==> src/rtl/core/ndm_pkg.sv <==
`default_nettype none
package ndm_pkg;

	// item opcodes
	localparam logic OP_TICK = 1'b0;
	localparam logic OP_LOAD = 1'b1;

	// view modes
	localparam logic VIEW_CLOCK = 1'b0;
	localparam logic VIEW_TEMP  = 1'b1;

	// edit modes
	localparam logic [1:0] EDIT_NONE = 2'd0;
	localparam logic [1:0] EDIT_HOUR = 2'd1;
	localparam logic [1:0] EDIT_MIN  = 2'd2;

	// anode line of each digit
	localparam logic [3:0] ANODE_THOUSANDS = 4'b0100;
	localparam logic [3:0] ANODE_HUNDREDS  = 4'b0010;
	localparam logic [3:0] ANODE_TENS      = 4'b1000;
	localparam logic [3:0] ANODE_UNITS     = 4'b0001;

	// digit phases of the scan; later phases drive the colon
	localparam int PH_THOUSANDS = 0;
	localparam int PH_HUNDREDS  = 1;
	localparam int PH_TENS      = 2;
	localparam int PH_UNITS     = 3;

	// largest digit the decoder accepts
	localparam logic [6:0] DIGIT_MAX = 7'd9;

	typedef struct packed {
		logic [6:0] thousands;
		logic [3:0] hundreds;
		logic [3:0] tens;
		logic [3:0] units;
	} digits_t;

endpackage
`default_nettype wire

==> src/rtl/core/ndm_item_if.sv <==
`default_nettype none
interface ndm_item_if;
	logic        valid;
	logic        ready;
	logic        opcode;
	logic [15:0] number;
	logic        view_mode;
	logic [1:0]  edit_mode;
	logic        blink_level;

	modport source (output valid, opcode, number, view_mode, edit_mode, blink_level,
		input ready);
	modport sink (input valid, opcode, number, view_mode, edit_mode, blink_level,
		output ready);
endinterface
`default_nettype wire

==> src/rtl/core/ndm_result_if.sv <==
`default_nettype none
interface ndm_result_if;
	logic       valid;
	logic       ready;
	logic [3:0] anode_enables;
	logic [3:0] decoder_code;
	logic       colon_led;

	modport source (output valid, anode_enables, decoder_code, colon_led, input ready);
	modport sink (input valid, anode_enables, decoder_code, colon_led, output ready);
endinterface
`default_nettype wire

==> src/rtl/core/nixie_display_multiplexer.sv <==
// An accepted item's result transaction is registered and presented in the cycle after acceptance.
// Throughput: one item per cycle; item.ready drops only while a result is
// held and result.ready is low.
// Reset (arst_n low): scan phase, digits, view, output registers and the
// result valid flag clear; the first result after reset follows the first item.
`default_nettype none
module nixie_display_multiplexer
	import ndm_pkg::*;
#(
	parameter int SCAN_PHASES = 5
) (
	input  wire logic    clk,
	input  wire logic    arst_n,
	ndm_item_if.sink     item,
	ndm_result_if.source result
);

	localparam int PHASE_W = $clog2(SCAN_PHASES);
	localparam logic [PHASE_W-1:0] PHASE_LAST = PHASE_W'(SCAN_PHASES - 1);

	// Scan state and latched display data.
	logic [PHASE_W-1:0] phase_q;
	logic [3:0]         low_digits_q [3];  // [0] units, [1] tens, [2] hundreds
	logic [6:0]         thousands_q;
	logic               view_q;

	// Output registers; they are also the payload of the result transaction.
	logic [3:0] anode_q;
	logic [3:0] code_q;
	logic       colon_q;
	logic       res_valid_q;

	logic               accept;
	digits_t            digits;
	logic               hour_blank;
	logic               min_blank;
	logic [PHASE_W-1:0] ph;
	logic [6:0]         sel_digit;
	logic [3:0]         sel_anode;
	logic               sel_blank;
	logic               is_digit_phase;
	logic [3:0]         anode_d;
	logic [3:0]         code_d;
	logic               colon_d;
	logic [PHASE_W-1:0] phase_d;

	// A new item is taken whenever the result slot is empty or being drained.
	assign item.ready = !res_valid_q || result.ready;
	assign accept     = item.valid && item.ready;

	// Decimal split of the load value, registered into the digit latches.
	ndm_digit_split u_split (
		.number (item.number),
		.digits (digits)
	);

	// Blanking during edit: hours or minutes pair goes dark on the low half
	// of the blink wave. Edit codes zero and three blank nothing.
	assign hour_blank = (item.edit_mode == EDIT_HOUR) && !item.blink_level;
	assign min_blank  = (item.edit_mode == EDIT_MIN) && !item.blink_level;

	// An out-of-range phase behaves as the colon phase and wraps to zero.
	assign ph = (phase_q > PHASE_LAST) ? PHASE_LAST : phase_q;

	// Digit mux for the current phase.
	always_comb begin
		is_digit_phase = 1'b1;
		sel_digit      = 7'd0;
		sel_anode      = ANODE_THOUSANDS;
		sel_blank      = 1'b0;
		case (int'(ph))
			PH_THOUSANDS: begin
				sel_digit = thousands_q;
				sel_anode = ANODE_THOUSANDS;
				sel_blank = hour_blank;
			end
			PH_HUNDREDS: begin
				sel_digit = {3'b000, low_digits_q[2]};
				sel_anode = ANODE_HUNDREDS;
				sel_blank = hour_blank;
			end
			PH_TENS: begin
				sel_digit = {3'b000, low_digits_q[1]};
				sel_anode = ANODE_TENS;
				sel_blank = min_blank;
			end
			PH_UNITS: begin
				sel_digit = {3'b000, low_digits_q[0]};
				sel_anode = ANODE_UNITS;
				// units digit is never lit in temperature view
				sel_blank = min_blank || (view_q == VIEW_TEMP);
			end
			default: begin
				is_digit_phase = 1'b0;
			end
		endcase
	end

	// Next output and phase values for a tick. Loads leave them alone.
	always_comb begin
		anode_d = anode_q;
		code_d  = code_q;
		colon_d = colon_q;
		if (is_digit_phase) begin
			anode_d = sel_blank ? 4'b0000 : sel_anode;
			// codes above nine would light nothing sensible; keep the last one
			if (sel_digit <= DIGIT_MAX) begin
				code_d = sel_digit[3:0];
			end
		end else begin
			// colon follows blink; in temperature view it only ever sets
			if (item.blink_level) begin
				colon_d = 1'b1;
			end else if (view_q != VIEW_TEMP) begin
				colon_d = 1'b0;
			end
		end
		phase_d = (ph >= PHASE_LAST) ? '0 : ph + 1'b1;
	end

	always_ff @(posedge clk or negedge arst_n) begin
		if (!arst_n) begin
			phase_q         <= '0;
			low_digits_q[0] <= '0;
			low_digits_q[1] <= '0;
			low_digits_q[2] <= '0;
			thousands_q     <= '0;
			view_q          <= VIEW_CLOCK;
			anode_q         <= '0;
			code_q          <= '0;
			colon_q         <= 1'b0;
		end else if (accept) begin
			if (item.opcode == OP_LOAD) begin
				view_q          <= item.view_mode;
				low_digits_q[0] <= digits.units;
				low_digits_q[1] <= digits.tens;
				low_digits_q[2] <= digits.hundreds;
				thousands_q     <= digits.thousands;
			end else begin
				phase_q <= phase_d;
				anode_q <= anode_d;
				code_q  <= code_d;
				colon_q <= colon_d;
			end
		end
	end

	// Every item yields exactly one result transaction.
	always_ff @(posedge clk or negedge arst_n) begin
		if (!arst_n) begin
			res_valid_q <= 1'b0;
		end else if (accept) begin
			res_valid_q <= 1'b1;
		end else if (result.ready) begin
			res_valid_q <= 1'b0;
		end
	end

	assign result.valid         = res_valid_q;
	assign result.anode_enables = anode_q;
	assign result.decoder_code  = code_q;
	assign result.colon_led     = colon_q;

endmodule
`default_nettype wire

==> src/rtl/core/ndm_digit_split.sv <==
`default_nettype none
// Splits a 16-bit value into decimal digits; reciprocal multiplies, no divider.
module ndm_digit_split
	import ndm_pkg::*;
(
	input  wire logic [15:0] number,
	output digits_t          digits
);

	logic [32:0] prod1000;
	logic [32:0] prod100;
	logic [31:0] prod10;
	logic [6:0]  q1000;
	logic [9:0]  q100;
	logic [12:0] q10;
	logic [9:0]  q1000x10;
	logic [12:0] q100x10;
	logic [15:0] q10x10;
	logic [9:0]  hund_w;
	logic [12:0] tens_w;
	logic [15:0] units_w;

	// floor(n/d) = (n * ceil(2^s/d)) >> s, exact for all 16-bit n
	assign prod1000 = {1'b0, number} * 33'd67109;
	assign prod100  = {1'b0, number} * 33'd83887;
	assign prod10   = {16'd0, number} * 32'd52429;

	assign q1000 = prod1000[32:26];
	assign q100  = prod100[32:23];
	assign q10   = prod10[31:19];

	assign q1000x10 = {q1000, 3'b000} + {2'b00, q1000, 1'b0};
	assign q100x10  = {q100, 3'b000} + {2'b00, q100, 1'b0};
	assign q10x10   = {q10, 3'b000} + {2'b00, q10, 1'b0};

	assign hund_w  = q100 - q1000x10;
	assign tens_w  = q10 - q100x10;
	assign units_w = number - q10x10;

	assign digits.thousands = q1000;
	assign digits.hundreds  = hund_w[3:0];
	assign digits.tens      = tens_w[3:0];
	assign digits.units     = units_w[3:0];

endmodule
`default_nettype wire
==> src/flat_wrapper.sv <==
// flat-port wrapper written by rule: the top's interface ports become plain ports
module nixie_display_multiplexer_flat import ndm_pkg::*;
#(
	parameter int SCAN_PHASES = 5
)
  (clk, arst_n, item_valid, item_opcode, item_number, item_view_mode, item_edit_mode, item_blink_level, item_ready, result_valid, result_anode_enables, result_decoder_code, result_colon_led, result_ready);
  ndm_item_if item_i ();
  ndm_result_if result_i ();
  input  wire logic clk;
  input  wire logic arst_n;
  input wire logic [$bits(item_i.valid)-1:0] item_valid;
  input wire logic [$bits(item_i.opcode)-1:0] item_opcode;
  input wire logic [$bits(item_i.number)-1:0] item_number;
  input wire logic [$bits(item_i.view_mode)-1:0] item_view_mode;
  input wire logic [$bits(item_i.edit_mode)-1:0] item_edit_mode;
  input wire logic [$bits(item_i.blink_level)-1:0] item_blink_level;
  output wire logic [$bits(item_i.ready)-1:0] item_ready;
  output wire logic [$bits(result_i.valid)-1:0] result_valid;
  output wire logic [$bits(result_i.anode_enables)-1:0] result_anode_enables;
  output wire logic [$bits(result_i.decoder_code)-1:0] result_decoder_code;
  output wire logic [$bits(result_i.colon_led)-1:0] result_colon_led;
  input wire logic [$bits(result_i.ready)-1:0] result_ready;
  assign item_i.valid = item_valid;
  assign item_i.opcode = item_opcode;
  assign item_i.number = item_number;
  assign item_i.view_mode = item_view_mode;
  assign item_i.edit_mode = item_edit_mode;
  assign item_i.blink_level = item_blink_level;
  assign item_ready = item_i.ready;
  assign result_valid = result_i.valid;
  assign result_anode_enables = result_i.anode_enables;
  assign result_decoder_code = result_i.decoder_code;
  assign result_colon_led = result_i.colon_led;
  assign result_i.ready = result_ready;
  nixie_display_multiplexer #(.SCAN_PHASES(SCAN_PHASES)) u_core (.clk(clk), .arst_n(arst_n), .item(item_i), .result(result_i));
endmodule
==> config.mk <==
export PLATFORM = sky130hd
export DESIGN_NAME = nixie_display_multiplexer_flat
export DESIGN_NICKNAME = d
export VERILOG_FILES = /design/src/rtl/core/ndm_pkg.sv /design/src/rtl/core/ndm_item_if.sv /design/src/rtl/core/ndm_result_if.sv /design/src/rtl/core/nixie_display_multiplexer.sv /design/src/rtl/core/ndm_digit_split.sv /design/src/flat_wrapper.sv
export SDC_FILE = /design/constraint.sdc
export NUM_CORES = 1
export LEC_CHECK = 0
export BUFFER_PORTS_ARGS = -buffer_cell sky130_fd_sc_hd__buf_2
export CORE_ASPECT_RATIO = 0.6
export CORE_UTILIZATION = 45
export DETAILED_ROUTE_END_ITERATION = 7
export PLACE_DENSITY = 0.67
export SYNTH_ARGS = -nofsm -noshare
export SYNTH_HDL_FRONTEND = slang
export SYNTH_SLANG_ARGS = --single-unit
==> constraint.sdc <==
create_clock -name clk -period 4.4 [get_ports clk]
set_input_delay 0.88 -clock clk [delete_from_list [all_inputs] [get_ports clk]]
set_output_delay 0.88 -clock clk [all_outputs]
set_load 0.02 [all_outputs]
==> flow_metrics.tcl, run 1 <==
set metrics [dict create \
    syn_inst 1162 \
    synthDistinctLibCells 54 \
    dieArea_um2 26760 \
    critPathSlowestCell "fa_2" \
    r2r_cells 8 \
    start_util 0.4613 \
    violations "negative setup slack" \
    synthArstFlopShare 1.000 \
    status "complete, but fails checks" \
    nets 1946 \
    cts.clk_slew.worst_paths_ns 0.05 \
    die_x_um 210.5 \
    clock_sinks 33 \
    die_y_um 127.1 \
    yosysMostFrequentCell "inv_1" \
    syn_avg_cell_area_um2 10.10 \
    grt_max_degree 36 \
    grt_pass1_wl_um 52950 \
    period_minus_slack_ns 6.804 \
    layout-drive-gt1-share 0.2861 \
    timing.fmax_ghz 0.1470 \
    grt.overflow.total 0 \
    drv_slew 0 \
    core-area_um2 25450 \
    fill_cells 2086 \
    cp_max_fo 4 \
    syn_nets 1690 \
    clock_path_buffers 2 \
    yosysTopAreaCell "fa_1" \
    cts_tree "done" \
    grt_pass1_vias 9430 \
    synth_top_area_frac 0.3462 \
    rows 45 \
    critPathKind "in -> reg" \
    holdWs_ns 0.4853 \
    drc 0 \
    cp.arrival_ns 7.01 \
    cp.required_ns 4.61 \
    routed_wirelength_um 33880 \
    worstSetupStartpointType "input port" \
    ys_top_cells_by_area "fa_1 35%, ha_1 32%, inv_1 12%" \
    hpwl_um 29570 \
    hold_viol 0 \
    h-tree-depth 2 \
    netlist_top_cells_count "363 x inv_1, 300 x ha_1, 203 x fa_1, 34 x nand2_1, 33 x dfrtp_1" \
    worst_pin_slew_ns 0.7258 \
    hp-class "reg -> reg" \
    wl_per_cell_um 19.12 \
    cap_viol_max_count 0 \
    max_stage_delay_ns 0.58 \
    ys_ff_latch 33 \
    syn_to_final_growth_pct 29.57 \
    synth-edff-count 0 \
    finalSetupTns_ns -31.45 \
    min_path_cells 1 \
    first_iter_violations 585 \
    cp_common_cell "fa_1" \
    viasPerCell 5.002 \
    cts-root-buf "clkbuf_16" \
    cts_buffers 5 \
    final.setup_skew_ns 0.004891 \
    dr.pass1.iters 5 \
    synth_area_um2 11740 \
    yosysSeqAreaShare 0.07034 \
    port_buffers 35 \
    finalSetupViolations 18 \
    final_antenna_net_count 0 \
    yosysWarnings 0 \
    fin_ws_ns -2.404 \
    rsz0062_at_grt "yes" \
    ys.flop_type "dfrtp_1" \
    track_usage 0.2653 \
    pre_cts_ws_ns -2.830 \
    antenna_found_initial 1 \
    worst_skew_pair.late_latency_ns 0.28 \
    gp_congestion 0.9858 \
    vias 8864 \
    timing.final.crit_share 1.546 \
    end_kind "flip-flop" \
    io-pin-count 36 \
    relSlewSlack 0.5161 \
]
## layout by cell type (no fill, tap or decap), types with 10 or more instances in the layout
| cell type | netlist | layout |
|---|---|---|
| inv_1 | 363 | 338 |
| inv_2 | 0 | 23 |
| o21ai_1 | 10 | 17 |
| a21oi_1 | 27 | 18 |
| fa_1 | 203 | 185 |
| dfrtp_1 | 33 | 33 |
| xnor2_1 | 25 | 17 |
| nand3_1 | 13 | 11 |
| nand2_1 | 34 | 34 |
| nor2_1 | 15 | 11 |
| a21o_1 | 10 | 10 |
| buf_2 | 0 | 21 |
| ha_1 | 300 | 258 |
| fa_2 | 0 | 18 |
| buf_4 | 0 | 200 |
| buf_6 | 0 | 27 |
| ha_4 | 0 | 36 |
## metrics by stage
step	std cells	utilization	cell area, um^2
after detailed placement	1731	0.5500	14000
after global placement	1731	0.5500	14000
after CTS	1753	0.5796	14750
after floorplan	1162	-	11950
final	1772	0.5977	15210
after global routing	1772	0.5977	15210
## path summary, 6_finish.rpt
path                                             endpoint  slack (ns)               from
setup / recovery                   u_core.low_digits_q[3]       -2.40     item_number[2]
hold / removal                          u_core.phase_q[0]        0.49  u_core.phase_q[0]
max in group asynchronous  u_core.result.anode_enables[3]        3.27             arst_n
setup reg to reg            u_core.result.decoder_code[2]        1.54  u_core.phase_q[2]
min in group asynchronous   u_core.result.decoder_code[3]        0.65             arst_n
hold reg to reg                         u_core.phase_q[0]        0.49  u_core.phase_q[0]
## per-layer routing
| metal | global-route usage | share of wire | wire length, um |
|---|---|---|---|
| met1 | 0.4026 | 0.50 | 16930 |
| met2 | 0.3694 | 0.39 | 13240 |
| met3 | 0.09636 | 0.10 | 3457 |
| met4 | 0.02302 | 0.0074 | 252 |
| met5 | 0 | 0 | 0 |
## final cells by class
cell class | count | area, um^2 | share of cell area
inverter | 363 | 1370 | 0.09006
timing repair buffer | 256 | 2041 | 0.1342
sequential | 33 | 825.8 | 0.05429
clock buffer | 6 | 138.9 | 0.009130
tap | 352 | 440.4 | 0.02895
clock inverter | 2 | 37.54 | 0.002468
multi-input combinational | 759 | 10360 | 0.6808
antenna | 1 | 2.502 | 0.0001645
## logic make-up after synthesis
logic type      share of synthesized area
buf+inv                            0.1183
fa+ha+maj                          0.6659
compound gates                    0.06459
simple gates                      0.03805
mux                               0.01034
flops                             0.07034
xor+xnor                          0.03251
## timing repair
item	4_1_cts	5_1_grt
pin swaps	63	55
buffers inserted	14	19
hold buffers	0	0
gates resized for setup	85	74
setup endpoints to repair	18	18
## sequential cells by signal, indices dropped and copies added, names as in the netlist
name,flops
u_core.thousands_q,7
u_core.result.valid,1
u_core.result.decoder_code,4
u_core.low_digits_q,12
u_core.phase_q,3
u_core.view_q,1
u_core.result.colon_led,1
u_core.result.anode_enables,4
## worst max-delay path: cells and delay by family
kind                     cells  cell delay [ns]
AND/OR/NAND/NOR              5             0.64
AO/OA/AOI/OAI                3             0.75
adder cells (fa/ha/maj)      8             3.39
buffers and inverters        6             0.48
XOR/XNOR                     5             0.85
Power of run 1 is left out: the tool's default activity adds up to more than one toggle a clock period on the data nets, which glitch-free logic cannot reach.
==> inputs of run 2 (changes only) <==
- SKIP_CTS_REPAIR_TIMING: default -> 1
==> flow_metrics.tcl, run 2 (synthesized netlist as in run 1, its figures left out) <==
set metrics [dict create \
    status "complete, but fails checks" \
    violations "negative setup slack" \
    start_util 0.4613 \
    rsz0062_at_grt "yes" \
    worst_skew_pair.late_latency_ns 0.28 \
    final_antenna_net_count 0 \
    largestRegisters "u_core.low_digits_q x12, u_core.thousands_q x7" \
    cp.required_ns 4.61 \
    die_x_um 210.5 \
    diodes 0 \
    dr.pass1.iters 4 \
    layout_commonest_cell "inv_1" \
    hp-class "reg -> reg" \
    cts.clk_slew.worst_paths_ns 0.06 \
    utilization 0.5868 \
    critPathKind "in -> reg" \
    port_buffers 35 \
    clock_path_buffers 2 \
    track_usage 0.2569 \
    period_minus_slack_ns 6.914 \
    final.setup_skew_ns 0.003666 \
    grt_max_degree 36 \
    wl_per_cell_um 19.09 \
    finalSetupViolations 18 \
    final_cell_area_um2 14930 \
    cts_buffers 5 \
    clock_sinks 33 \
    vias 8800 \
    drc 0 \
    h-tree-depth 2 \
    hpwl_um 29570 \
    grt.overflow.total 0 \
    dp.cells 1731 \
    cts_tree "done" \
    largest_reg_flops 12 \
    cap_viol_max_count 0 \
    grt_pass1_wl_um 51200 \
    worstSetupStartpointType "input port" \
    syn_to_final_growth_pct 27.21 \
    viasPerCell 5.020 \
    fill_cells 2114 \
    layout-drive-gt1-share 0.2677 \
    fin_ws_ns -2.514 \
    hold_viol 0 \
    dieArea_um2 26760 \
    die_y_um 127.1 \
    relSlewSlack 0.5112 \
    cp.arrival_ns 7.12 \
    end_kind "flip-flop" \
    holdWs_ns 0.4802 \
    final_cells 1753 \
    core-area_um2 25450 \
    timing.final.crit_share 1.571 \
    worst_pin_slew_ns 0.7331 \
    first_iter_violations 682 \
    io-pin-count 36 \
    routed_wirelength_um 33470 \
    grt_pass1_vias 9092 \
    nets 1928 \
    cts-root-buf "clkbuf_16" \
    largest_register "u_core.low_digits_q" \
    timing.fmax_ghz 0.1446 \
    dpl_cell_area_um2 14000 \
    gp_congestion 0.9858 \
    antenna_found_initial 0 \
    final_cell_mix "342 x inv_1, 260 x ha_1, 190 x buf_4" \
    cp_max_fo 4 \
    drv_slew 0 \
    rows 45 \
]
[run 2: changes by cell type in the layout (fill, tap and decap cells not counted), moves of 4 or more]
cell   change
buf_2      +4
buf_6     -12
inv_1      +4
inv_2      -4
buf_4     -10
ha_4       -4
[run 2: critical path: stages]
cell and delay [ns]:
buf_4 0.15, fa_2 0.58, inv_2 0.05, fa_2 0.35
fa_1 0.49, fa_1 0.54, inv_1 0.05, fa_1 0.49
inv_2 0.04, fa_1 0.56, inv_2 0.05, ha_4 0.26
and3_4 0.17, nand3_2 0.07, a2111o_1 0.41, nand3_2 0.13
a41o_1 0.27, buf_4 0.15, a31oi_4 0.04, ha_4 0.20
xor2_4 0.18, xnor2_2 0.15, xnor2_2 0.14, xnor2_1 0.20
xnor2_1 0.16, xnor3_1 0.23, o21ai_1 0.11
[run 2: per-stage QoR]
stage | TNS (ns) | setup WS (ns)
floorplan | -20.09 | -2.179
global placement | -35.97 | -2.734
detailed placement | -36.70 | -2.830
CTS | -31.79 | -2.568
global route | -33.33 | -2.697
finish | -30.58 | -2.514
[run 2: worst paths after layout]
path | cells past startpoint | startpoint | slack (ns) | end
min in group asynchronous | 1 | arst_n | 0.65 | u_core.result.decoder_code[3]
min reg2reg | 1 | u_core.phase_q[0] | 0.48 | u_core.phase_q[0]
max | 27 | item_number[2] | -2.51 | u_core.low_digits_q[7]
max in group asynchronous | 1 | arst_n | 3.26 | u_core.result.anode_enables[3]
min | 1 | u_core.phase_q[0] | 0.48 | u_core.phase_q[0]
max reg2reg | 8 | u_core.phase_q[2] | 1.50 | u_core.result.decoder_code[2]
[run 2: layout make-up]
cell class                      instances  area (um^2)  area share
Clock buffer                            6        138.9    0.009300
Clock inverter                          2        37.54    0.002513
Inverter                              363         1370     0.09174
Multi-Input combinational cell        759        10270      0.6878
Sequential cell                        33        825.8     0.05529
Tap cell                              352        440.4     0.02949
Timing Repair Buffer                  238         1851      0.1239
[run 2: routing by layer]
layer / track usage / routed length (um) / vias to the layer above
met4: 0.008951 / 46 / 0
li1: - / - / 4124
met1: 0.3983 / 16100 / 4382
met2: 0.3520 / 13100 / 286
met5: 0 / 0 / -
met3: 0.09538 / 4231 / 8
Power of run 2 is left out for the same reason.
==> inputs of run 3 (changes only) <==
- clock period: 4.4 -> 8.4 ns (I/O delays scaled with it)
==> flow_metrics.tcl, run 3 (synthesized netlist as in run 1, its figures left out) <==
set metrics [dict create \
    status "finished, final reports clean" \
    finalSetupViolations 0 \
    vias 8247 \
    grt_use_met1 0.3780 \
    clock_sinks 33 \
    grtUsageMet2 0.3269 \
    final_cell_mix "363 x inv_1, 300 x ha_1, 203 x fa_1" \
    io-pin-count 36 \
    cp.arrival_ns 8.36 \
    layout_commonest_cell "inv_1" \
    grt.overflow.total 0 \
    ir_drop_mv 0.4815 \
    relSlewSlack 0.5037 \
    leakagePower_nw 7.300 \
    hold_viol 0 \
    final.setup_skew_ns 0.002522 \
    viasPerCell 5.148 \
    drv_slew 0 \
    worst_skew_pair.late_latency_ns 0.28 \
    worstSetupStartpointType "input port" \
    layout-drive-gt1-share 0.08640 \
    final_cell_area_um2 12880 \
    worst_pin_slew_ns 0.7444 \
    use_met3 0.1064 \
    utilization 0.5060 \
    busiest_layer "met1" \
    routed_wirelength_um 31240 \
    cts_buffers 5 \
    first_iter_violations 615 \
    syn_to_final_growth_pct 9.688 \
    die_y_um 127.1 \
    timing.fmax_ghz 0.1227 \
    cap_viol_max_count 0 \
    cts_tree "done" \
    port_buffers 35 \
    hpwl_um 28290 \
    finalSetupTns_ns 0 \
    cts-root-buf "clkbuf_16" \
    start_util 0.4613 \
    cp.required_ns 8.61 \
    antenna_found_initial 1 \
    fill_cells 2380 \
    dpl_cell_area_um2 12720 \
    die_x_um 210.5 \
    hp-class "reg -> reg" \
    largest_register "u_core.low_digits_q" \
    gp_congestion 0.9842 \
    end_kind "flip-flop" \
    critPathKind "in -> reg" \
    largestRegisters "u_core.low_digits_q x12, u_core.thousands_q x7" \
    cts.clk_slew.worst_paths_ns 0.05 \
    timing.final.crit_share 0.9700 \
    dieArea_um2 26760 \
    nets 1777 \
    core-area_um2 25450 \
    dr.pass1.iters 5 \
    track_usage 0.2483 \
    grt_pass1_wl_um 49180 \
    clock_path_buffers 2 \
    largest_reg_flops 12 \
    grt_max_degree 36 \
    rows 45 \
    drc 0 \
    rsz0062_at_grt "no" \
    powerDensity_nw_per_um2 424.9 \
    wl_per_cell_um 19.50 \
    diodes 0 \
    h-tree-depth 2 \
    period_minus_slack_ns 8.148 \
    final_antenna_net_count 0 \
    cp_max_fo 8 \
    grt_pass1_vias 8667 \
]
run 3: cell types whose count changed in the layout (fill, tap and decap cells not counted), sizes merged:
cell      change
clkbuf        -1
bufinv        -1
clkinvlp      -3
inv           +2
clkinv        +1
buf         -149
run 3: worst paths after layout:
check                                  start                              to  slack, ns  depth (start not counted)
max                           item_number[7]          u_core.low_digits_q[3]       0.25                         23
min                        u_core.phase_q[0]               u_core.phase_q[0]       0.49                          1
max reg2reg                u_core.phase_q[2]   u_core.result.decoder_code[2]       5.57                          8
min reg2reg                u_core.phase_q[0]               u_core.phase_q[0]       0.49                          1
max in group asynchronous             arst_n  u_core.result.anode_enables[2]       6.46                          1
min in group asynchronous             arst_n   u_core.result.decoder_code[0]       1.46                          1
run 3: power by group:
part           switching [mW]  internal [mW]
Clock                  0.0717          0.126
Combinational            2.69           2.31
Sequential             0.0459          0.226
run 3: stage by stage:
stage          power [mW]  setup WS [ns]  instances  hold slack [ns]
4_1_cts             5.482         0.3218       1602           0.4856
2_1_floorplan       3.909         0.7220       1162           0.4497
6_report            5.471         0.2518       1602           0.4861
3_5_place_dp        5.226        0.04092       1594           0.4778
3_3_place_gp        5.076         0.1298       1594           0.4668
5_1_grt             6.193        0.06835       1602           0.5123
run 3: final cells by class:
cell class,count,area [um^2],area share
Multi-Input combinational cell,759,9525,0.7397
Inverter,363,1363,0.1058
Sequential cell,33,825.8,0.06413
Timing Repair Buffer,87,565.5,0.04392
Tap cell,352,440.4,0.03420
Clock buffer,7,152.6,0.01185
Clock inverter,1,5.005,0.0003886
run 3: worst max-delay path, cell delays in order:
cell and delay, ns:
buf_2 0.24, buf_4 0.25, ha_1 0.53, fa_1 0.52, fa_1 0.49, fa_1 0.52, fa_1 0.45, fa_1 0.47
ha_1 0.34, a21oi_1 0.22, o21ai_0 0.12, a221oi_1 0.37, o22ai_1 0.13, a41o_1 0.27, o21a_1 0.19, or2_1 0.27
ha_1 0.20, xor2_1 0.15, xnor2_1 0.19, xnor2_1 0.15, xnor2_1 0.16, xnor3_1 0.33, o21ai_1 0.11
run 3: per-layer routing:
layer	vias up	wire, um
li1	3826	-
met1	4065	15160
met2	323	11510
met3	27	4154
met4	6	215
met5	-	196
No activity file was read; power rests on OpenSTA's default activity.
